===== config.mk =====
export PLATFORM = sky130hd
export DESIGN_NAME = ddrs_ctrl
export DESIGN_NICKNAME = d
export VERILOG_FILES = /design/src/hw/rtl/ddrs_pkg.sv /design/src/hw/rtl/ddrs_ctrl.sv
export SDC_FILE = /design/constraint.sdc
export NUM_CORES = 1
export LEC_CHECK = 0
export ABC_CLOCK_PERIOD_IN_PS = 8350
export BUFFER_PORTS_ARGS = -buffer_cell sky130_fd_sc_hd__buf_4
export CAP_MARGIN = 5
export CELL_PAD_IN_SITES_DETAIL_PLACEMENT = 1
export CELL_PAD_IN_SITES_GLOBAL_PLACEMENT = 1
export CORE_MARGIN = 2
export CORE_UTILIZATION = 45
export CTS_CLUSTER_SIZE = 8
export DETAILED_ROUTE_END_ITERATION = 12
export PLACE_DENSITY = 0.78
export SLEW_MARGIN = 0
export SYNTH_ARGS = -nofsm -noshare
export SYNTH_HDL_FRONTEND = slang
export SYNTH_SLANG_ARGS = --single-unit

===== constraint.sdc =====
create_clock -name clk -period 8.35 [get_ports clk]
set_input_delay 2.0875 -clock clk [delete_from_list [all_inputs] [get_ports clk]]
set_output_delay 2.0875 -clock clk [all_outputs]
set_load 0.005 [all_outputs]

===== src/hw/rtl/ddrs_pkg.sv =====
package ddrs_pkg;

	// Field widths
	localparam int CMD_W     = 3;
	localparam int SPEED_W   = 16;
	localparam int TIME_W    = 32;
	localparam int COUNT_W   = 32;
	localparam int RPM_W     = 22;
	localparam int DIST_W    = 48;
	localparam int SUM_W     = COUNT_W + 1;
	localparam int CORR_W    = 42;
	localparam int SAT_W     = 48;

	// Configuration port
	localparam int CFG_W     = 32;
	localparam int CFG_IDX_W = 3;

	localparam int MAX_SPEED_W = 15;
	localparam int GAIN_W      = 24;
	localparam int ACCEL_W     = 24;
	localparam int SYNC_W      = 16;
	localparam int CM_W        = 24;

	typedef enum logic [CFG_IDX_W-1:0] {
		CFG_MAX_SPEED    = 3'd0,
		CFG_GAIN         = 3'd1,
		CFG_MIN_INTERVAL = 3'd2,
		CFG_ACCEL        = 3'd3,
		CFG_SYNC_GAIN    = 3'd4,
		CFG_CM_PER_TICK  = 3'd5
	} cfg_idx_t;

	localparam logic [MAX_SPEED_W-1:0] MAX_SPEED_RST    = 15'd7680;
	localparam logic [GAIN_W-1:0]      GAIN_RST         = 24'd196608;
	localparam logic [TIME_W-1:0]      MIN_INTERVAL_RST = 32'd20000;
	localparam logic [ACCEL_W-1:0]     ACCEL_RST        = 24'd32768;
	localparam logic [SYNC_W-1:0]      SYNC_RST         = 16'd0;
	localparam logic [CM_W-1:0]        CM_RST           = 24'd335544;

	// Commands
	typedef enum logic [CMD_W-1:0] {
		CMD_START_STRAIGHT = 3'd0,
		CMD_START_SPIN     = 3'd1,
		CMD_STOP           = 3'd2,
		CMD_TICK           = 3'd3,
		CMD_CLEAR_DIST     = 3'd4
	} cmd_t;

	// Result queue depth, counting items still in the pipeline
	localparam int OUTQ_DEPTH_DEF = 8;

	localparam logic signed [SAT_W-1:0] RPM_MAX_X = 48'sd2097151;
	localparam logic signed [SAT_W-1:0] RPM_MIN_X = -48'sd2097152;

	// Per-item control flags carried down the pipeline
	typedef struct packed {
		logic valid;
		logic start;
		logic zero_cmd;
		logic stop;
		logic clr_odo;
		logic due;
		logic do_odo;
		logic spin;
		logic restart;
		logic halt;
		logic moving;
	} ddrs_flags_t;

	// Data leaving the decision stage
	typedef struct packed {
		logic [SPEED_W-1:0] spd;
		logic [TIME_W-1:0]  elapsed;
		logic [SUM_W-1:0]   mag;
		logic [SUM_W-1:0]   err;
	} ddrs_dec_t;

	// One result item
	typedef struct packed {
		logic [RPM_W-1:0]  left_rpm;
		logic [RPM_W-1:0]  right_rpm;
		logic              setpoints_valid;
		logic              restart_wheels;
		logic              halt_wheels;
		logic              moving;
		logic [DIST_W-1:0] distance;
	} ddrs_result_t;

	// Saturate a wide signed value to the RPM range
	function automatic logic [RPM_W-1:0] sat_rpm(input logic signed [SAT_W-1:0] x);
		logic [RPM_W-1:0] r;
		if (x > RPM_MAX_X)
			r = RPM_MAX_X[RPM_W-1:0];
		else if (x < RPM_MIN_X)
			r = RPM_MIN_X[RPM_W-1:0];
		else
			r = x[RPM_W-1:0];
		return r;
	endfunction

endpackage


===== src/hw/rtl/ddrs_ctrl.sv =====
module ddrs_ctrl import ddrs_pkg::*; (
	input  logic                   clk,
	input  logic                   arst_n,
	input  logic                   accept,
	input  logic [CMD_W-1:0]       cmd,
	input  logic [SPEED_W-1:0]     speed,
	input  logic [TIME_W-1:0]      time_us,
	input  logic [COUNT_W-1:0]     left_count,
	input  logic [COUNT_W-1:0]     right_count,
	input  logic [MAX_SPEED_W-1:0] max_speed,
	input  logic [TIME_W-1:0]      min_interval,
	output ddrs_flags_t            flags_s2,
	output ddrs_dec_t              dec_s2
);

	typedef enum logic [1:0] {
		MODE_IDLE     = 2'd0,
		MODE_STRAIGHT = 2'd1,
		MODE_SPIN     = 2'd2
	} mode_t;

	logic               v_s1;
	logic [CMD_W-1:0]   cmd_s1;
	logic [SPEED_W-1:0] speed_s1;
	logic [TIME_W-1:0]  time_s1;
	logic [COUNT_W-1:0] lc_s1;
	logic [COUNT_W-1:0] rc_s1;

	mode_t              mode_q;
	mode_t              mode_d;
	logic [TIME_W-1:0]  prev_time_q;
	logic [SUM_W-1:0]   prev_sum_q;

	logic               is_start;
	logic               is_stop;
	logic               idle;
	logic               due;
	logic [TIME_W-1:0]  elapsed;
	logic [SUM_W-1:0]   sum_now;
	logic [SUM_W:0]     diff;
	logic [SUM_W-1:0]   mag;
	logic [SUM_W-1:0]   err;
	logic signed [SPEED_W-1:0] lim;
	logic signed [SPEED_W-1:0] nlim;
	logic signed [SPEED_W-1:0] spd_c;
	ddrs_flags_t        flags_d;

	// Capture accepted items
	always_ff @(posedge clk or negedge arst_n) begin
		if (!arst_n)
			v_s1 <= 1'b0;
		else
			v_s1 <= accept;
	end

	always_ff @(posedge clk) begin
		if (accept) begin
			cmd_s1   <= cmd;
			speed_s1 <= speed;
			time_s1  <= time_us;
			lc_s1    <= left_count;
			rc_s1    <= right_count;
		end
	end

	// Decode the command against the current mode
	always_comb begin
		is_start = (cmd_s1 == CMD_START_STRAIGHT) || (cmd_s1 == CMD_START_SPIN);
		is_stop  = (cmd_s1 == CMD_STOP);
		idle     = (mode_q == MODE_IDLE);
		elapsed  = time_s1 - prev_time_q;
		due      = (cmd_s1 == CMD_TICK) && !idle && (elapsed >= min_interval);

		mode_d = mode_q;
		if (is_start)
			mode_d = (cmd_s1 == CMD_START_STRAIGHT) ? MODE_STRAIGHT : MODE_SPIN;
		else if (is_stop)
			mode_d = MODE_IDLE;
	end

	// Odometry difference and sync error
	always_comb begin
		sum_now = {lc_s1[COUNT_W-1], lc_s1} + {rc_s1[COUNT_W-1], rc_s1};
		diff    = {sum_now[SUM_W-1], sum_now} - {prev_sum_q[SUM_W-1], prev_sum_q};
		mag     = diff[SUM_W] ? SUM_W'(-diff) : diff[SUM_W-1:0];
		if (mode_q == MODE_SPIN)
			err = sum_now;
		else
			err = {lc_s1[COUNT_W-1], lc_s1} - {rc_s1[COUNT_W-1], rc_s1};
	end

	// Clamp the requested speed
	always_comb begin
		lim  = $signed({1'b0, max_speed});
		nlim = -lim;
		if ($signed(speed_s1) > lim)
			spd_c = lim;
		else if ($signed(speed_s1) < nlim)
			spd_c = nlim;
		else
			spd_c = $signed(speed_s1);
	end

	always_comb begin
		flags_d.valid    = v_s1;
		flags_d.start    = is_start;
		flags_d.zero_cmd = is_stop || (is_start && idle);
		flags_d.stop     = is_stop;
		flags_d.clr_odo  = (cmd_s1 == CMD_CLEAR_DIST);
		flags_d.due      = due;
		flags_d.do_odo   = due && (mode_q == MODE_STRAIGHT);
		flags_d.spin     = (mode_q == MODE_SPIN);
		flags_d.restart  = is_start && idle;
		flags_d.halt     = is_stop;
		flags_d.moving   = (mode_d != MODE_IDLE);
	end

	// Hold mode, time base and count baseline; advance the decision stage
	always_ff @(posedge clk or negedge arst_n) begin
		if (!arst_n) begin
			mode_q      <= MODE_IDLE;
			prev_time_q <= '0;
			prev_sum_q  <= '0;
			flags_s2    <= '0;
		end else begin
			flags_s2 <= flags_d;
			if (v_s1) begin
				mode_q <= mode_d;
				if (is_start && idle) begin
					prev_time_q <= time_s1;
					prev_sum_q  <= '0;
				end else if (due) begin
					prev_time_q <= time_s1;
					prev_sum_q  <= sum_now;
				end
			end
		end
	end

	always_ff @(posedge clk) begin
		dec_s2.spd     <= spd_c;
		dec_s2.elapsed <= elapsed;
		dec_s2.mag     <= mag;
		dec_s2.err     <= err;
	end

endmodule


* Word level (Yosys, flattened, before mapping)
Cells that the tools add are included.
** Word-level totals
- Flip-flop bits (word level) :: 307
- Bits of input ports :: 165
- Output and inout bits :: 125
- Logic and storage cells :: 62
** Operators by class
- Add/sub/neg operators :: 6
- Order comparisons :: 3
- Eq/ne operators :: 6
- Multiplexer cells :: 11
- Reduce and logical (&&, ||, !) cells :: 12
** Operator list (number)
- 33-bit 2-to-1 mux :: 4
- 32-bit 2-to-1 mux :: 2
- 33-bit by 33-bit subtractor with 34-bit output :: 1
- 32-bit by 32-bit adder with 33-bit output :: 1
- 33-bit negator :: 1
- 32-bit by 32-bit subtractor with 33-bit output :: 1
- 32-bit greater-or-equal comparator :: 1
- 32-bit subtractor :: 1
- 16-bit greater-than comparator :: 1
- 16-bit < comparator :: 1
- 16-bit 2-to-1 mux :: 1
- 15-bit negator with 16-bit output :: 1
- 15-bit 2-to-1 mux :: 1
- 3-bit by 2-bit == test with 1-bit output (second input constant) :: 2
- 2-bit 2-to-1 mux :: 3
- 1-bit logical AND :: 4
- 2-bit nonzero test :: 2
- 3-bit by 1-bit == test with 1-bit output (second input constant) :: 1
- 3-bit == test (second input constant) :: 1
- 3-bit zero test :: 1
- 2-bit by 1-bit == test with 1-bit output (second input constant) :: 1
- 2-bit == test (second input constant) :: 1
- 2-bit zero test :: 1
- 1-bit logical OR :: 2
- 2 further kinds :: 2

* Longest topological paths before layout
- Depth in word-level cells :: 6
- Gate-level depth with buffers :: 29

* Worst setup path after synthesis
Ideal clock, no wire load.
- Path type :: input to register
- From :: in max_speed[1]
- To :: reg dec_s2[99] (netlist bit)
- Arrival :: 6.274 ns
- Setup slack :: 1.944 ns
- Stages :: 17
- Path buffers :: 2
- Cells stage by stage :: inv_1 > nand3_1 > or3_1 > or3_1 > or3_1 > or3_1 > or3_1 > nor3_1 > ha_1 > inv_1 > or3_1 > a211o_1 > o21ai_0 > clkbuf_1 > clkbuf_1 > mux2i_1 > a21oi_1
** Between the ends
- Cells in the longest elaborated chain, start to end :: 4
- Elaborated cells between the ends (all ways) :: 5
- Those cells by class :: add/sub: 1; order compare: 2; mux: 2
** RTL lines
- start: declaration :: RTL line ddrs_ctrl.sv:10 : input logic [MAX_SPEED_W-1:0] max_speed,
- 15-bit negator with 16-bit output :: RTL line ddrs_ctrl.sv:95 : nlim = -lim;
- 16-bit < comparator :: RTL line ddrs_ctrl.sv:98 : else if ($signed(speed_s1) < nlim)
- 16-bit 2-to-1 mux :: RTL line ddrs_ctrl.sv:98
- 15-bit 2-to-1 mux * :: RTL line ddrs_ctrl.sv:96 : if ($signed(speed_s1) > lim)
- via spd_c[1] :: RTL line ddrs_ctrl.sv:45 : logic signed [SPEED_W-1:0] spd_c;
- end: declaration :: RTL line ddrs_ctrl.sv:13 : output ddrs_dec_t dec_s2
The timed path passes the listed nets; every way through them passes the cells marked *.
A chain may end at the register's enable or synchronous reset.

* Final worst setup path
- From :: reg time_s1[0]
- To :: reg prev_sum_q[18]
** Between the ends
- Cells in the longest elaborated chain, start to end :: 5
** RTL lines
- start: declaration :: RTL line ddrs_ctrl.sv:25 : logic [TIME_W-1:0] time_s1;
- start signal: assignment :: RTL line ddrs_ctrl.sv:60 : time_s1 <= time_us;
- 32-bit subtractor :: RTL line ddrs_ctrl.sv:71 : elapsed = time_s1 - prev_time_q;
- via elapsed[26] :: RTL line ddrs_ctrl.sv:38 : logic [TIME_W-1:0] elapsed;
- 32-bit greater-or-equal comparator :: RTL line ddrs_ctrl.sv:72 : due = (cmd_s1 == CMD_TICK) && !idle && (elapsed >= min_interval);
- 1-bit logical AND :: RTL line ddrs_ctrl.sv:72
- 2-bit nonzero test (no source line)
- 2-bit AND reduction (no source line)
- end signal: assignment :: RTL line ddrs_ctrl.sv:134 : prev_sum_q <= sum_now;
- end: declaration :: RTL line ddrs_ctrl.sv:32 : logic [SUM_W-1:0] prev_sum_q;
The timed path passes the listed nets, and every way through them passes these cells.

==> results.md <==
* Vias per cell at around 5.5
* Hold buffer count at cts at 0
* I/O Buffers at 289
* Design Power at about 9 mW
* Depth of the CTS H-tree at 2
* Leakage at roughly 10 nW
* Filler-free cell count of the finished design at 2,831
* Starting DRC count in detailed routing at about 580
* Most frequent cell after synthesis: inv_1
* Via count of the first global-routing pass at around 17,000
* Share of flip-flops with an asynchronous set or reset at about a quarter
* Count of pins on the block boundary at 290
* Initial antenna violation count at 10
* Instance area at placement at approximately 0.022 mm²
* Mean post-synth cell area at between 9 and 10 µm²
* Highest clock rate at about 140 MHz
* Met3 track utilization from global routing at under 10%
* Highest net fanout along the worst path at 54
* GR met1 Demand/Resource at 30.29%
* Post-synth cell types at 96
* Register bit count reported by yosys at 307
* Share of cells above drive strength 1 at a little under a fifth
* Worst endpoint required time at roughly 8.8 ns
* Post-Layout Inst Area at approximately 0.023 mm²
* Worst setup SP type: flop
* Number of nets in the synthesized netlist at between 2,000 and 2,500
* Setup TNS after final layout at 0 ns
* Max-cap violations at 0
* Post-layout net count at 2,611
* Overall overflow remaining after global route at 0
* Clock tree root buffer cell: clkbuf_16
* Detailed Place HPWL at approximately 41 mm
* Commonest cells in the synthesized netlist: inv_1 (205), ha_1 (192), a21oi_1 (166), xnor2_1 (123), nor2_1 (117)
* Fin Clk Skew at between 0.03 and 0.04 ns
* Floorplan Core Area at around 0.042 mm²
* Filler instances at between 4,000 and 5,000
* HP Class: flop to flop
* Fraction of the yosys area taken by sequential cells at between 40% and 50%
* Synth Flop Type: edfxtp_1
* Number of max-slew violations in the final report at 0
* Count of flip-flops with a built-in enable after synthesis at between 100 and 150
* Floorplan die area at about 0.044 mm²
* Routed wirelength normalized by instance count at 19.02 µm
* # rows at 75
* Number of optimization iterations in the first detailed-route pass at 5
* RSZ-0062 raised after global routing: no
* GRT Total Usage at about a quarter
* Main area contributors after synthesis: edfxtp_1 (18%), ha_1 (13%), dfxtp_1 (12%), dfrtp_1 (10%), xnor2_1 (5.7%)
* Max-slew headroom at 18.54%
* Largest area contributor in the synthesized netlist: edfxtp_1
* Final Cycle Share at between 80% and 90%
* Mapped cell area at approximately 0.019 mm²
* Time the worst path needs with I/O delays and setup at about 7.3 ns
* Synthesis Warnings at 0
* Gate count of the mapped netlist at about 2,000
* Critical path class: flop to flop
* CTS Sinks at 307
* Critical Path Sink Type: flop
* CTS tree: yes
* Area fraction of the dominant cell type after synthesis at 18.26%
* Gates resized, CTS repair at 0
* GR met2 Demand/Resource at between 40% and 50%
* Clock slew at reported path FFs at roughly 0.050 ns
* Setup-violating endpoint count in the final report at 0
* Via count at roughly 16,000
* Transition time of the tightest slew-check pin at 1.222 ns
* Maximum root-to-sink buffer count at 3
* Number of nets with antenna violations after detailed routing at 0
* Run status: completed
* Inserted Clock Buffers at between 40 and 50
* Signal arrival time at the worst endpoint at 7.76 ns
* Maximum number of pins on one net before global-route repair at 70
* Hold violation total from the final report at 0
* Die width at between 200 and 250 µm
* Cell Count Post-Placement at between 2,000 and 3,000
* Wire length of the first global-routing pass at just under 90 mm
* Number of buffers inserted to repair setup after CTS at 0
* Drc violations at 0
* Overall die height at between 200 and 250 µm
* Final RePlAce weighted congestion at approximately 0.88
* Peak supply drop at ~0.20 mV
* P per Cell Area at around 390 mW/mm²
* Final WL at 53.84 mm
* Post-synthesis to final-layout area growth at 20.67%
* Starting Density at roughly 45%
* Clock insertion delay at the later pin of the skew report at just under 0.6 ns
* GR peak layer: met2
metal layers:
| layer | share of wire [%] | vias to the layer above |
|---|---|---|
| met5 | 0 | - |
| met4 | 2.9 | 0 |
| met3 | 5.8 | 106 |
| met2 | 49 | 339 |
| met1 | 43 | 7489 |
| li1 | - | 7569 |
metrics by stage:
| step | worst slack [ns] | hold slack, ns | utilization [%] |
|---|---|---|---|
| floorplan | 1.944 | 0.3546 | - |
| CTS | 1.057 | 0.3822 | 54.60 |
| global route | 0.4895 | 0.3857 | 54.63 |
| global placement | 1.327 | 0.3607 | 51.53 |
| finish | 1.000 | 0.3756 | 54.65 |
| detailed placement | 1.158 | 0.3703 | 51.53 |
worst max-delay path, cell delays in order, from the launching register on:
cell	delay (ns)
edfxtp_1	0.35
inv_1	0.08
ha_1	0.16
inv_1	0.05
fa_1	0.40
a21o_1	0.17
a21oi_1	0.23
nor2_1	0.09
o41ai_1	0.96
o41a_1	0.32
o21a_1	0.19
a21oi_1	0.16
nor2b_1	0.20
or3_1	0.34
a21oi_1	0.19
xnor2_1	0.18
ha_1	0.29
a21o_1	0.16
a21oi_1	0.14
o21a_1	0.14
o21ai_0	0.11
a32oi_1	0.21
o21ai_0	0.17
nand2_1	0.22
o31a_2	0.88
buf_4	0.58
o21ai_0	0.19
final timing paths:
check / cells after the start / from / slack [ns] / end
setup / recovery: 26 / time_s1[0] / 1.00 / prev_sum_q[18]
min in group asynchronous: 1 / arst_n / 1.33 / flags_s2[8]
hold / removal: 0 / v_s1 / 0.38 / flags_s2[10]
hold reg to reg: 0 / v_s1 / 0.38 / flags_s2[10]
max in group asynchronous: 2 / arst_n / 5.78 / prev_sum_q[28]
setup reg to reg: 26 / time_s1[0] / 1.00 / prev_sum_q[18]
cells by family (layout without fill, tap and decap cells):
group / count (synthesis) / after routing / share of synthesized area, %
DFF: 307 / 307 / 40.65
AOI/OAI and AO/OA: 522 / 522 / 17.95
adders and majority gates: 196 / 196 / 13.13
buffers and inverters: 272 / 581 / 5.683
muxes: 38 / 38 / 2.223
and+or+nand+nor: 484 / 484 / 13.15
xor gates and xnor gates: 156 / 156 / 7.225
other: 0 / 8 / 0
sequential cells by signal, summed over array words and instances, names as in the netlist:
register and count:
dec_s2 114, prev_sum_q 33, lc_s1 32, prev_time_q 32
rc_s1 32, time_s1 32, speed_s1 16, flags_s2 10
cmd_s1 3, mode_q 2, v_s1 1
placed cells by master, fill, tap and decap left out, types with 33 or more instances in the layout:
cell         n
a21o_1      51
ha_1       192
buf_4      296
dfxtp_1    114
edfxtp_1   115
nand2b_1    52
dfrtp_1     78
nor3_1      36
xor2_1      33
nand2_1     92
inv_1      205
o21ai_0    100
a21oi_1    166
clkbuf_16   44
nor2_1     117
xnor2_1    123
nand3_1     46
final cells by class:
class	count	area (µm²)	area share, %
diodes	8	20.02	0.08772
clock buffers	77	1235	5.411
clock inverters	3	48.80	0.2138
inverters	205	769.5	3.372
multi-input cells	1396	10160	44.54
flip-flops and latches	307	7687	33.69
well taps	539	674.4	2.955
repair buffers	296	2222	9.737
report_power, final:
| group | internal (mW) | switching, mW | total [mW] |
|---|---|---|---|
| Sequential | 2.08 | 0.215 | 2.30 |
| Combinational | 2.17 | 2.82 | 4.99 |
| Clock | 0.997 | 0.689 | 1.69 |
| Total | 5.25 | 3.72 | 8.97 |
Power figures use the tool's default switching activity.
