[src/hw/rtl/ddrs_pkg.sv]
package ddrs_pkg;

	// Field widths
	localparam int CMD_W     = 3;
	localparam int SPEED_W   = 16;
	localparam int TIME_W    = 32;
	localparam int COUNT_W   = 32;
	localparam int RPM_W     = 22;
	localparam int DIST_W    = 48;
	localparam int SUM_W     = COUNT_W + 1;
	localparam int CORR_W    = 42;
	localparam int SAT_W     = 48;

	// Configuration port
	localparam int CFG_W     = 32;
	localparam int CFG_IDX_W = 3;

	localparam int MAX_SPEED_W = 15;
	localparam int GAIN_W      = 24;
	localparam int ACCEL_W     = 24;
	localparam int SYNC_W      = 16;
	localparam int CM_W        = 24;

	typedef enum logic [CFG_IDX_W-1:0] {
		CFG_MAX_SPEED    = 3'd0,
		CFG_GAIN         = 3'd1,
		CFG_MIN_INTERVAL = 3'd2,
		CFG_ACCEL        = 3'd3,
		CFG_SYNC_GAIN    = 3'd4,
		CFG_CM_PER_TICK  = 3'd5
	} cfg_idx_t;

	localparam logic [MAX_SPEED_W-1:0] MAX_SPEED_RST    = 15'd7680;
	localparam logic [GAIN_W-1:0]      GAIN_RST         = 24'd196608;
	localparam logic [TIME_W-1:0]      MIN_INTERVAL_RST = 32'd20000;
	localparam logic [ACCEL_W-1:0]     ACCEL_RST        = 24'd32768;
	localparam logic [SYNC_W-1:0]      SYNC_RST         = 16'd0;
	localparam logic [CM_W-1:0]        CM_RST           = 24'd335544;

	// Commands
	typedef enum logic [CMD_W-1:0] {
		CMD_START_STRAIGHT = 3'd0,
		CMD_START_SPIN     = 3'd1,
		CMD_STOP           = 3'd2,
		CMD_TICK           = 3'd3,
		CMD_CLEAR_DIST     = 3'd4
	} cmd_t;

	// Result queue depth, counting items still in the pipeline
	localparam int OUTQ_DEPTH_DEF = 8;

	localparam logic signed [SAT_W-1:0] RPM_MAX_X = 48'sd2097151;
	localparam logic signed [SAT_W-1:0] RPM_MIN_X = -48'sd2097152;

	// Per-item control flags carried down the pipeline
	typedef struct packed {
		logic valid;
		logic start;
		logic zero_cmd;
		logic stop;
		logic clr_odo;
		logic due;
		logic do_odo;
		logic spin;
		logic restart;
		logic halt;
		logic moving;
	} ddrs_flags_t;

	// Data leaving the decision stage
	typedef struct packed {
		logic [SPEED_W-1:0] spd;
		logic [TIME_W-1:0]  elapsed;
		logic [SUM_W-1:0]   mag;
		logic [SUM_W-1:0]   err;
	} ddrs_dec_t;

	// One result item
	typedef struct packed {
		logic [RPM_W-1:0]  left_rpm;
		logic [RPM_W-1:0]  right_rpm;
		logic              setpoints_valid;
		logic              restart_wheels;
		logic              halt_wheels;
		logic              moving;
		logic [DIST_W-1:0] distance;
	} ddrs_result_t;

	// Saturate a wide signed value to the RPM range
	function automatic logic [RPM_W-1:0] sat_rpm(input logic signed [SAT_W-1:0] x);
		logic [RPM_W-1:0] r;
		if (x > RPM_MAX_X)
			r = RPM_MAX_X[RPM_W-1:0];
		else if (x < RPM_MIN_X)
			r = RPM_MIN_X[RPM_W-1:0];
		else
			r = x[RPM_W-1:0];
		return r;
	endfunction

endpackage

[src/hw/rtl/ddrs_if.sv]


interface ddrs_result_if import ddrs_pkg::*; ();
	logic                    valid;
	logic                    ready;
	logic signed [RPM_W-1:0] left_rpm;
	logic signed [RPM_W-1:0] right_rpm;
	logic                    setpoints_valid;
	logic                    restart_wheels;
	logic                    halt_wheels;
	logic                    moving;
	logic [DIST_W-1:0]       distance;

	modport source(output valid, left_rpm, right_rpm, setpoints_valid, restart_wheels,
		halt_wheels, moving, distance, input ready);
	modport sink(input valid, left_rpm, right_rpm, setpoints_valid, restart_wheels,
		halt_wheels, moving, distance, output ready);
endinterface

[src/hw/rtl/ddrs_outq.sv]
module ddrs_outq import ddrs_pkg::*; #(
	parameter int DEPTH = OUTQ_DEPTH_DEF
) (
	input  logic              clk,
	input  logic              arst_n,
	input  ddrs_flags_t       flags_s4,
	input  logic [CORR_W-1:0] corr_s4,
	input  logic [RPM_W-1:0]  cmd_rpm,
	input  logic [DIST_W-1:0] distance,
	ddrs_result_if.source     results
);

	localparam int PTR_W = $clog2(DEPTH);
	localparam int CNT_W = $clog2(DEPTH + 1);

	ddrs_result_t       mem [DEPTH];
	ddrs_result_t       res_d;
	ddrs_result_t       head;
	logic [PTR_W-1:0]   wr_ptr_q;
	logic [PTR_W-1:0]   rd_ptr_q;
	logic [CNT_W-1:0]   cnt_q;
	logic               push;
	logic               pop;

	logic signed [SAT_W-1:0] c_x;
	logic signed [SAT_W-1:0] k_x;

	// Final wheel setpoints
	always_comb begin
		c_x = SAT_W'($signed(cmd_rpm));
		k_x = SAT_W'($signed(corr_s4));
		res_d.left_rpm  = '0;
		res_d.right_rpm = '0;
		if (flags_s4.due) begin
			res_d.left_rpm = sat_rpm(c_x - k_x);
			if (flags_s4.spin)
				res_d.right_rpm = sat_rpm(-c_x - k_x);
			else
				res_d.right_rpm = sat_rpm(c_x + k_x);
		end
		res_d.setpoints_valid = flags_s4.due;
		res_d.restart_wheels  = flags_s4.restart;
		res_d.halt_wheels     = flags_s4.halt;
		res_d.moving          = flags_s4.moving;
		res_d.distance        = distance;
	end

	assign push = flags_s4.valid;
	assign pop  = results.valid && results.ready;

	// Queue storage
	always_ff @(posedge clk) begin
		if (push)
			mem[wr_ptr_q] <= res_d;
	end

	// Advance pointers and fill count
	always_ff @(posedge clk or negedge arst_n) begin
		if (!arst_n) begin
			wr_ptr_q <= '0;
			rd_ptr_q <= '0;
			cnt_q    <= '0;
		end else begin
			if (push)
				wr_ptr_q <= (wr_ptr_q == PTR_W'(DEPTH - 1)) ? '0 : wr_ptr_q + 1'b1;
			if (pop)
				rd_ptr_q <= (rd_ptr_q == PTR_W'(DEPTH - 1)) ? '0 : rd_ptr_q + 1'b1;
			if (push && !pop)
				cnt_q <= cnt_q + 1'b1;
			else if (pop && !push)
				cnt_q <= cnt_q - 1'b1;
		end
	end

	assign head = mem[rd_ptr_q];

	assign results.valid           = (cnt_q != '0);
	assign results.left_rpm        = head.left_rpm;
	assign results.right_rpm       = head.right_rpm;
	assign results.setpoints_valid = head.setpoints_valid;
	assign results.restart_wheels  = head.restart_wheels;
	assign results.halt_wheels     = head.halt_wheels;
	assign results.moving          = head.moving;
	assign results.distance        = head.distance;

endmodule

[src/flat_wrapper.sv]
// flat-port wrapper written by rule: the top's interface ports become plain ports
module ddrs_outq_flat import ddrs_pkg::*;
#(
	parameter int DEPTH = OUTQ_DEPTH_DEF
)
  (clk, arst_n, flags_s4, corr_s4, cmd_rpm, distance, results_valid, results_left_rpm, results_right_rpm, results_setpoints_valid, results_restart_wheels, results_halt_wheels, results_moving, results_distance, results_ready);
  ddrs_result_if results_i ();
  input  logic clk;
  input  logic arst_n;
  input  ddrs_flags_t flags_s4;
  input  logic [CORR_W-1:0] corr_s4;
  input  logic [RPM_W-1:0] cmd_rpm;
  input  logic [DIST_W-1:0] distance;
  output wire logic [$bits(results_i.valid)-1:0] results_valid;
  output wire logic [$bits(results_i.left_rpm)-1:0] results_left_rpm;
  output wire logic [$bits(results_i.right_rpm)-1:0] results_right_rpm;
  output wire logic [$bits(results_i.setpoints_valid)-1:0] results_setpoints_valid;
  output wire logic [$bits(results_i.restart_wheels)-1:0] results_restart_wheels;
  output wire logic [$bits(results_i.halt_wheels)-1:0] results_halt_wheels;
  output wire logic [$bits(results_i.moving)-1:0] results_moving;
  output wire logic [$bits(results_i.distance)-1:0] results_distance;
  input wire logic [$bits(results_i.ready)-1:0] results_ready;
  assign results_valid = results_i.valid;
  assign results_left_rpm = results_i.left_rpm;
  assign results_right_rpm = results_i.right_rpm;
  assign results_setpoints_valid = results_i.setpoints_valid;
  assign results_restart_wheels = results_i.restart_wheels;
  assign results_halt_wheels = results_i.halt_wheels;
  assign results_moving = results_i.moving;
  assign results_distance = results_i.distance;
  assign results_i.ready = results_ready;
  ddrs_outq #(.DEPTH(DEPTH)) u_core (.clk(clk), .arst_n(arst_n), .flags_s4(flags_s4), .corr_s4(corr_s4), .cmd_rpm(cmd_rpm), .distance(distance), .results(results_i));
endmodule
[config.mk]
export PLATFORM = sky130hd
export DESIGN_NAME = ddrs_outq_flat
export DESIGN_NICKNAME = d
export VERILOG_FILES = /design/src/hw/rtl/ddrs_pkg.sv /design/src/hw/rtl/ddrs_if.sv /design/src/hw/rtl/ddrs_outq.sv /design/src/flat_wrapper.sv
export SDC_FILE = /design/constraint.sdc
export NUM_CORES = 1
export LEC_CHECK = 0
export ABC_CLOCK_PERIOD_IN_PS = 8200
export BUFFER_PORTS_ARGS = -buffer_cell sky130_fd_sc_hd__buf_4
export CAP_MARGIN = 20
export CORE_ASPECT_RATIO = 0.5
export CORE_MARGIN = 8
export CORE_UTILIZATION = 55
export CTS_CLUSTER_DIAMETER = 80
export CTS_CLUSTER_SIZE = 14
export DETAILED_ROUTE_END_ITERATION = 7
export PLACE_DENSITY = 0.79
export SLEW_MARGIN = 40
export SYNTH_ARGS = -nofsm -noshare
export SYNTH_HDL_FRONTEND = slang
export SYNTH_SLANG_ARGS = --single-unit
[constraint.sdc]
create_clock -name clk -period 8.2 [get_ports clk]
set_input_delay 0 -clock clk [delete_from_list [all_inputs] [get_ports clk]]
set_output_delay 0 -clock clk [all_outputs]
set_load 0.05 [all_outputs]
* Yosys cells after proc, flatten, opt, wreduce, memory -nomap -nowiden
Memory sizes are Yosys's and may differ from the RTL's. Cells that the tools add are included.
Storage, ports and cells: bits of input ports 126, memories 1, memory bits (writable) 768, bits in registers 10, output and inout bits 97
Memories:
- u_core.mem | words 8, bits a word 96, rd ports 1, clocked after memory_dff 0, wr ports 1, line ddrs_outq.sv:16 | ddrs_result_t mem [DEPTH];
Cells by class: multiplexer cells 14, $add $sub $neg 8, $lt $le $gt $ge 6, reduce and logical (&&, ||, !) cells 7, eq/ne operators 2
Operators with widths (number):
- $mux W22 | 7
- $gt A48 B22 Y1 const B | 3
- $lt A48 B22 Y1 const B | 3
- $neg A22 Y48 | 1
- $sub A48 B42 Y48 | 1
- $mux W44 | 1
- $add A22 B42 Y43 | 1
- $sub A22 B42 Y43 | 1
- $mux W4 | 2
- $add A3 B1 Y3 const B | 2
- $eq A3 B3 Y1 const B | 2
- $mux W3 | 2
- $add A4 B1 Y4 const B | 1
- $reduce_bool A4 Y1 | 1
- $sub A4 B1 Y4 const B | 1
- $logic_and A1 B1 Y1 | 3
- $logic_not A1 Y1 | 2
- $mux W1 | 2
- $reduce_bool A2 Y1 | 1

* Logic depth before layout (Yosys ltp)
Gate-level depths: netlist (run 1).
word-level depth 7, gate-level depth with buffers 16, mapped depth without buffers 15

* Worst setup path before layout (run 1)
No wires, ideal clock.
kind reg-to-reg, start point reg u_core.wr_ptr_q[1], end point mem u_core.mem[0][0] in the netlist's numbering, enable pin, arrival time 7.018 ns, stages on the path, launching flop included 4, period minus slack after synthesis 7.687 ns, slack 0.513 ns, setup time 0.668 ns, cell sequence dfrtp_1 > inv_1 > nand2_1 > nor3_1
RTL lines:
- start, declared | line ddrs_outq.sv:19 | logic [PTR_W-1:0] wr_ptr_q;
- start signal, assigned | line ddrs_outq.sv:65 | wr_ptr_q <= (wr_ptr_q == PTR_W'(DEPTH - 1)) ? '0 : wr_ptr_q + 1'b1;
- end, declared | line ddrs_outq.sv:16
Straight into the memory's write port.

==> impl_metrics.ini, run 1 <==
[clock_tree]
numCtsBuffers = 61
ctsResizeCount = 0
cts_tree = built
cts_setup_buffers = 0
clk_pin_slew_ns = 0.07
postCtsHoldBufs = 57
cts_buffer_depth = 3
cts_root_buf = clkbuf_16
cts.sinks = 778
cts_htree_levels = 2
clk_latency_ns = 0.63

[setup_path]
worst_setup_path_start_kind = input port
crit_chain = buf_4 -> inv_1 -> ha_1 -> ha_1 -> a21oi_1 -> o21ai_0 -> a221oi_1 -> o21ai_0 -> o211a_1 -> o31a_1 -> nor4_1 -> nand4_1 -> o41ai_4 -> buf_4 -> nand2_1 -> a22oi_1
end_kind = flip-flop
worstSetupPathType = input port to flip-flop
crit_arrival_ns = 6.05
cp_max_fo = 44
required_ns = 8.51
r2r_slack_ns = 5.33
critPathSlowestCell = ha_1
path_buf_inv = 3
timing.rr.end = u_core.cnt_q[3]
r2r-start = u_core.cnt_q[0]
r2r_cells = 10
critical_path_cell_count = 16
cpPeakStageDelay_ns = 0.90
crit_path_start = cmd_rpm[21]
path_delay_family = compound AO/OA/AOI/OAI gates

[finish]
final_area_mm2 = 0.0448
layout-drive-gt1-share_pct = 23.3
fin_nets = 3267
synthToLayoutAreaGrowth_pct = 13.5
final_core_util_pct = 63.1

[sta]
finalSetupViolCount = 0
hold_violations = 0
rsz0062_at_grt = no
worstMarginPinSlew_ns = 0.899
relSlewSlack_pct = 40.1
clock.fmax_mhz = 174
fin_setup_tns_ns = 0
layout_setup_ws_ns = 2.46
post-route-period-util_pct = 70.0
drv_slew = 0
fin_skew_ns = 0.0214
fin_crit_ns = 5.74

[place]
port_buffers = 217
gp_congestion = 1.00
dp_slack_ns = 1.97
dp_hpwl_mm = 67.7
place_area_mm2 = 0.0424

[floorplanning]
initial_core_util_pct = 55.6
die_h_um = 206
die_x_um = 395
core_mm2 = 0.0711
dieArea_mm2 = 0.0812
rows = 69
ios = 223

[grt]
antenna_found_initial = 1
grt_max_degree = 62
track_usage_pct = 24.7
grt_pass1_vias = 25700
grt_pass1_wl_mm = 155
overflow = 0

[synth]
dominantRegCellSynth = edfxtp_1
synth_common_cells = edfxtp_1 (768), mux4_2 (192), ha_1 (175)
synth.most_common_cell = edfxtp_1
avgSynthCellArea_um2 = 14.6
yosysWarnings = 0
yosys_register_bits = 778
synthTopCellsByArea = edfxtp_1 (58%), mux4_2 (11%), ha_1 (5.5%)
synth-seq-area-share_pct = 59.0
async_flop_share_pct = 1.29
synth-edff-count = 768
ys_types = 91
yosysTopAreaCellShare_pct = 58.4
syn_inst = 2715
synth_largest_area_cell = edfxtp_1
synth_area_mm2 = 0.0395
synthesis.nets = 3021

[drt]
post_drt_wl_per_cell_um = 26.3
routed_wl_mm = 104
drt_iter0_drc = 2456
drc = 0
num_vias = 25400
vias_per_cell = 6.42
first_pass_iters = 5
antenna_left = 0

[worst_hold_path]
whs_path_depth = 2
worstHoldStart = distance[1]
whs_endpoint = u_core.mem[7][1]
min_path_type = input port to flip-flop

[pwr]
power_density_mw_per_mm2 = 320
peakVddDrop_mv = 0.282
p_leak_nw = 15.6

[status]
status = complete, no violations

[run]
maxCapViolations = 0
-- state kept, by name, summed over array words and instances (netlist names) --
| signal | count |
|---|---|
| u_core.cnt_q | 4 |
| u_core.mem | 768 |
| u_core.rd_ptr_q | 3 |
| u_core.wr_ptr_q | 3 |
-- logic make-up (layout without fill, tap and decap cells) --
family / after synthesis / count (layout) / synth area share (%)
xor+xnor: 87 / 87 / 1.93
compound gates: 561 / 561 / 9.78
other cells: 0 / 2 / 0
buf+inv: 266 / 552 / 2.62
flops: 778 / 778 / 59.0
mux: 297 / 297 / 13.9
simple gates: 546 / 546 / 6.94
fa+ha+maj: 180 / 180 / 5.80
-- layout make-up --
| cell class | instances | area (um2) |
|---|---|---|
| fill | 4996 | 26200 |
| sequential | 778 | 23300 |
| multi-input combinational | 1671 | 15400 |
| timing repair buffer | 321 | 2690 |
| clock buffer | 99 | 1670 |
| tap | 958 | 1200 |
| inverter | 128 | 480 |
| clock inverter | 4 | 50.0 |
| antenna | 2 | 5.00 |
-- worst max-delay path by stage --
stage / end / slack (ns)
after detailed placement: u_core.mem[4][70] / 1.97
final: u_core.mem[7][69] / 2.46
after floorplan: u_core.mem[0][0] / 0.51
after global routing: u_core.mem[4][85] / 2.09
after global placement: u_core.mem[4][75] / 1.81
after CTS: u_core.mem[0][52] / 2.56
-- worst register-to-register path: cells and delay by family, from the launching register on --
family,cells,cell delay [ns]
AOI/OAI and AO/OA,2,0.42
xor gates and xnor gates,2,0.31
adders and majority gates,2,0.53
buffers and inverters,1,0.10
DFF,1,0.43
and+or+nand+nor,3,1.00
-- layer usage --
| metal | track usage, % | part of all wire [%] |
|---|---|---|
| met3 | 3.00 | 6.6 |
| met5 | 0 | 0 |
| met2 | 44.2 | 51 |
| met1 | 31.6 | 39 |
| met4 | 7.93 | 3.1 |
-- power by group --
group / internal, W / leakage, nW / total [W] / switching, W
clock: 0.00138 / 0.819 / 0.00268 / 0.00130
sequential: 0.00508 / 7.11 / 0.00533 / 0.000251
combinational: 0.00237 / 7.72 / 0.00633 / 0.00395
-- placed cells by master, fill, tap and decap left out, drive strengths merged, types with 22 or more instances in the layout --
cell type	count
a21oi	149
a22oi	23
inv	129
nand3	51
nor2	123
a211oi	22
dlygate4sd3	57
o21a	22
nand4	46
nand2	137
buf	261
o21ai	92
xnor2	69
nor3	54
mux4	192
clkbuf	102
mux2	101
a21o	34
edfxtp	768
o311ai	27
ha	175
-- stage by stage --
step / total power [W] / hold slack (ns) / std cells
after floorplan: 0.00984 / -0.296 / 2715
after global placement: 0.0115 / -0.164 / 3786
after detailed placement: 0.0116 / -0.160 / 3796
after CTS: 0.0144 / 0.101 / 3956
after global routing: 0.0148 / 0.138 / 3960
final: 0.0143 / 0.147 / 3961
Power figures use the tool's default switching activity.
==> inputs of run 2 (changes only) <==
--- a/config.mk
+++ b/config.mk
@@ -5,7 +5,7 @@
 export SDC_FILE = /design/constraint.sdc
 export NUM_CORES = 1
 export LEC_CHECK = 0
-export ABC_CLOCK_PERIOD_IN_PS = 8200
+export ABC_CLOCK_PERIOD_IN_PS = 5350
 export BUFFER_PORTS_ARGS = -buffer_cell sky130_fd_sc_hd__buf_4
 export CAP_MARGIN = 20
 export CORE_ASPECT_RATIO = 0.5
@@ -14,7 +14,7 @@
 export CTS_CLUSTER_DIAMETER = 80
 export CTS_CLUSTER_SIZE = 14
 export DETAILED_ROUTE_END_ITERATION = 7
-export PLACE_DENSITY = 0.79
+export PLACE_DENSITY = 0.76
 export SLEW_MARGIN = 40
 export SYNTH_ARGS = -nofsm -noshare
 export SYNTH_HDL_FRONTEND = slang
==> constraint.sdc (replaced) <==
create_clock -name clk -period 5.35 [get_ports clk]
set_input_delay 0 -clock clk [delete_from_list [all_inputs] [get_ports clk]]
set_output_delay 0 -clock clk [all_outputs]
set_load 0.05 [all_outputs]
==> run 2 against run 1 <==
  * Clock-buffer cell count is 10 lower
  * Worst setup slack got worse by 1.7 ns
  * Clock power up 51%
  * Non-clock buffer count is 50 higher
  * Utilization up 0.52 points
  * Largest power group unchanged
==> impl_metrics.ini, run 2 (synthesis results as in run 1) <==
[pwr]
comb_power_share_pct = 44.4
cell_internal_pwr_w = 0.0136
power_switching_w = 0.00843
pwr-share-clk_pct = 18.3
finalPower_w = 0.0220
power_density_mw_per_mm2 = 487
peakVddDrop_mv = 0.435
p_seq_share_pct = 37.2
p_sw_share_pct = 38.3
p_leak_nw = 15.9

[floorplanning]
dieArea_mm2 = 0.0812
initial_core_util_pct = 55.6
core_mm2 = 0.0711
die_h_um = 206
ios = 223
rows = 69
die_x_um = 395

[status]
status = complete, no violations

[drt]
vias_per_cell = 6.41
routed_wl_mm = 105
post_drt_wl_per_cell_um = 26.2
drc = 0
first_pass_iters = 8
antenna_left = 0
num_vias = 25700
drt_iter0_drc = 2648

[sta]
finalSetupViolCount = 0
fin_skew_ns = 0.0295
post-route-period-util_pct = 85.1
fin_crit_ns = 4.55
rsz0062_at_grt = no
relSlewSlack_pct = 41.6
clock.fmax_mhz = 220
worstMarginPinSlew_ns = 0.869
fin_setup_tns_ns = 0
layout_setup_ws_ns = 0.800
drv_slew = 0
hold_violations = 0

[place]
port_buffers = 217
gp_congestion = 1.02
dp_slack_ns = 0.300
dp_hpwl_mm = 70.2
placedCellCount = 3849

[setup_path]
path_delay_family = compound AO/OA/AOI/OAI gates
cpPeakStageDelay_ns = 0.64
critical_path_cell_count = 16
end_kind = flip-flop
crit_arrival_ns = 4.85
r2r_cells = 10
cp_max_fo = 21
worstSetupPathType = input port to flip-flop
crit_chain = buf_4 -> ha_1 -> inv_1 -> fa_1 -> a221oi_1 -> o41ai_2 -> a31oi_1 -> o31ai_1 -> or4_1 -> and4_1 -> nor4_1 -> nand4_1 -> o41ai_4 -> buf_4 -> nand2_1 -> a22oi_1
critPathSlowestCell = a22oi_1
path_buf_inv = 3
required_ns = 5.64
worst_setup_path_start_kind = input port
r2r_slack_ns = 2.62
cp_common_cell = buf_4

[clock_tree]
cts_htree_levels = 2
clk_pin_slew_ns = 0.06
cts_buffer_depth = 3
cts_tree = built
numCtsBuffers = 61
cts_setup_buffers = 0
postCtsHoldBufs = 57
clk_latency_ns = 0.63
cts_root_buf = clkbuf_16
cts.sinks = 778
ctsResizeCount = 0

[finish]
fin_nets = 3317
final.fill_count = 5028
multi_input_comb_area_mm2 = 0.0154
layout_common_cells = edfxtp_1 (768), buf_4 (295), mux4_2 (192)
layout-drive-gt1-share_pct = 24.5
instances_no_fill = 3999
reg_top3 = u_core.mem: 768 flops, u_core.cnt_q: 4 flops
largest_reg_flops = 768
synthToLayoutAreaGrowth_pct = 14.4
final_common_cell = edfxtp_1
top_register = u_core.mem
regArea_mm2 = 0.0233

[run]
maxCapViolations = 0

[grt]
grt_max_degree = 72
overflow = 0
grt_pass1_wl_mm = 157
grt_pass1_vias = 25400
track_usage_pct = 25.1
antenna_found_initial = 1

[worst_hold_path]
whs_path_depth = 2
min_path_type = input port to flip-flop
[run 2: cell count changes in the layout (fill, tap and decap cells not counted), sizes merged]
| cell | before | now |
|---|---|---|
| buf | 261 | 314 |
| clkbuf | 102 | 89 |
| clkinv | 3 | 1 |
| diode | 2 | 1 |
| inv | 129 | 130 |
[run 2: layout make-up]
cell class,instances,area share (%)
Sequential cell,778,51.6
Multi-Input combinational cell,1671,34.1
Timing Repair Buffer,371,6.95
Clock buffer,89,3.61
Tap cell,958,2.65
Inverter,128,1.06
Clock inverter,3,0.0581
Antenna cell,1,0.00554
[run 2: routing by layer]
| metal | wire length, um | global-route usage, % |
|---|---|---|
| met5 | 0 | 0 |
| met4 | 3400 | 8.47 |
| met3 | 7290 | 2.81 |
| met2 | 52300 | 43.3 |
| met1 | 42000 | 33.4 |
[run 2: path summary, 6_finish.rpt]
| kind | start | end |
|---|---|---|
| max | corr_s4[1] | u_core.mem[3][67] |
| min | distance[3] | u_core.mem[5][3] |
| max reg2reg | u_core.cnt_q[0] | u_core.cnt_q[3] |
| min reg2reg | u_core.cnt_q[3] | u_core.cnt_q[3] |
| max in group asynchronous | arst_n | u_core.rd_ptr_q[2] |
| min in group asynchronous | arst_n | u_core.wr_ptr_q[0] |
[run 2: through the flow]
| stage | hold WS [ns] | instance area [um2] | util, % |
|---|---|---|---|
| 6_report | 0.141 | 45200 | 63.6 |
| 5_1_grt | 0.133 | 45200 | 63.6 |
| 4_1_cts | 0.119 | 45100 | 63.4 |
| 3_5_place_dp | -0.161 | 42800 | 60.3 |
| 3_3_place_gp | -0.160 | 42700 | 60.0 |
| 2_1_floorplan | -0.296 | 39500 | - |
[run 2: power by group through the flow]
stage	Clock, W	Sequential (W)	Combinational (W)
after floorplan	0	0.00814	0.00692
after global placement	0	0.00835	0.00940
after detailed placement	0	0.00829	0.00969
after CTS	0.00409	0.00819	0.00982
after global routing	0.00430	0.00825	0.0103
final	0.00404	0.00819	0.00978
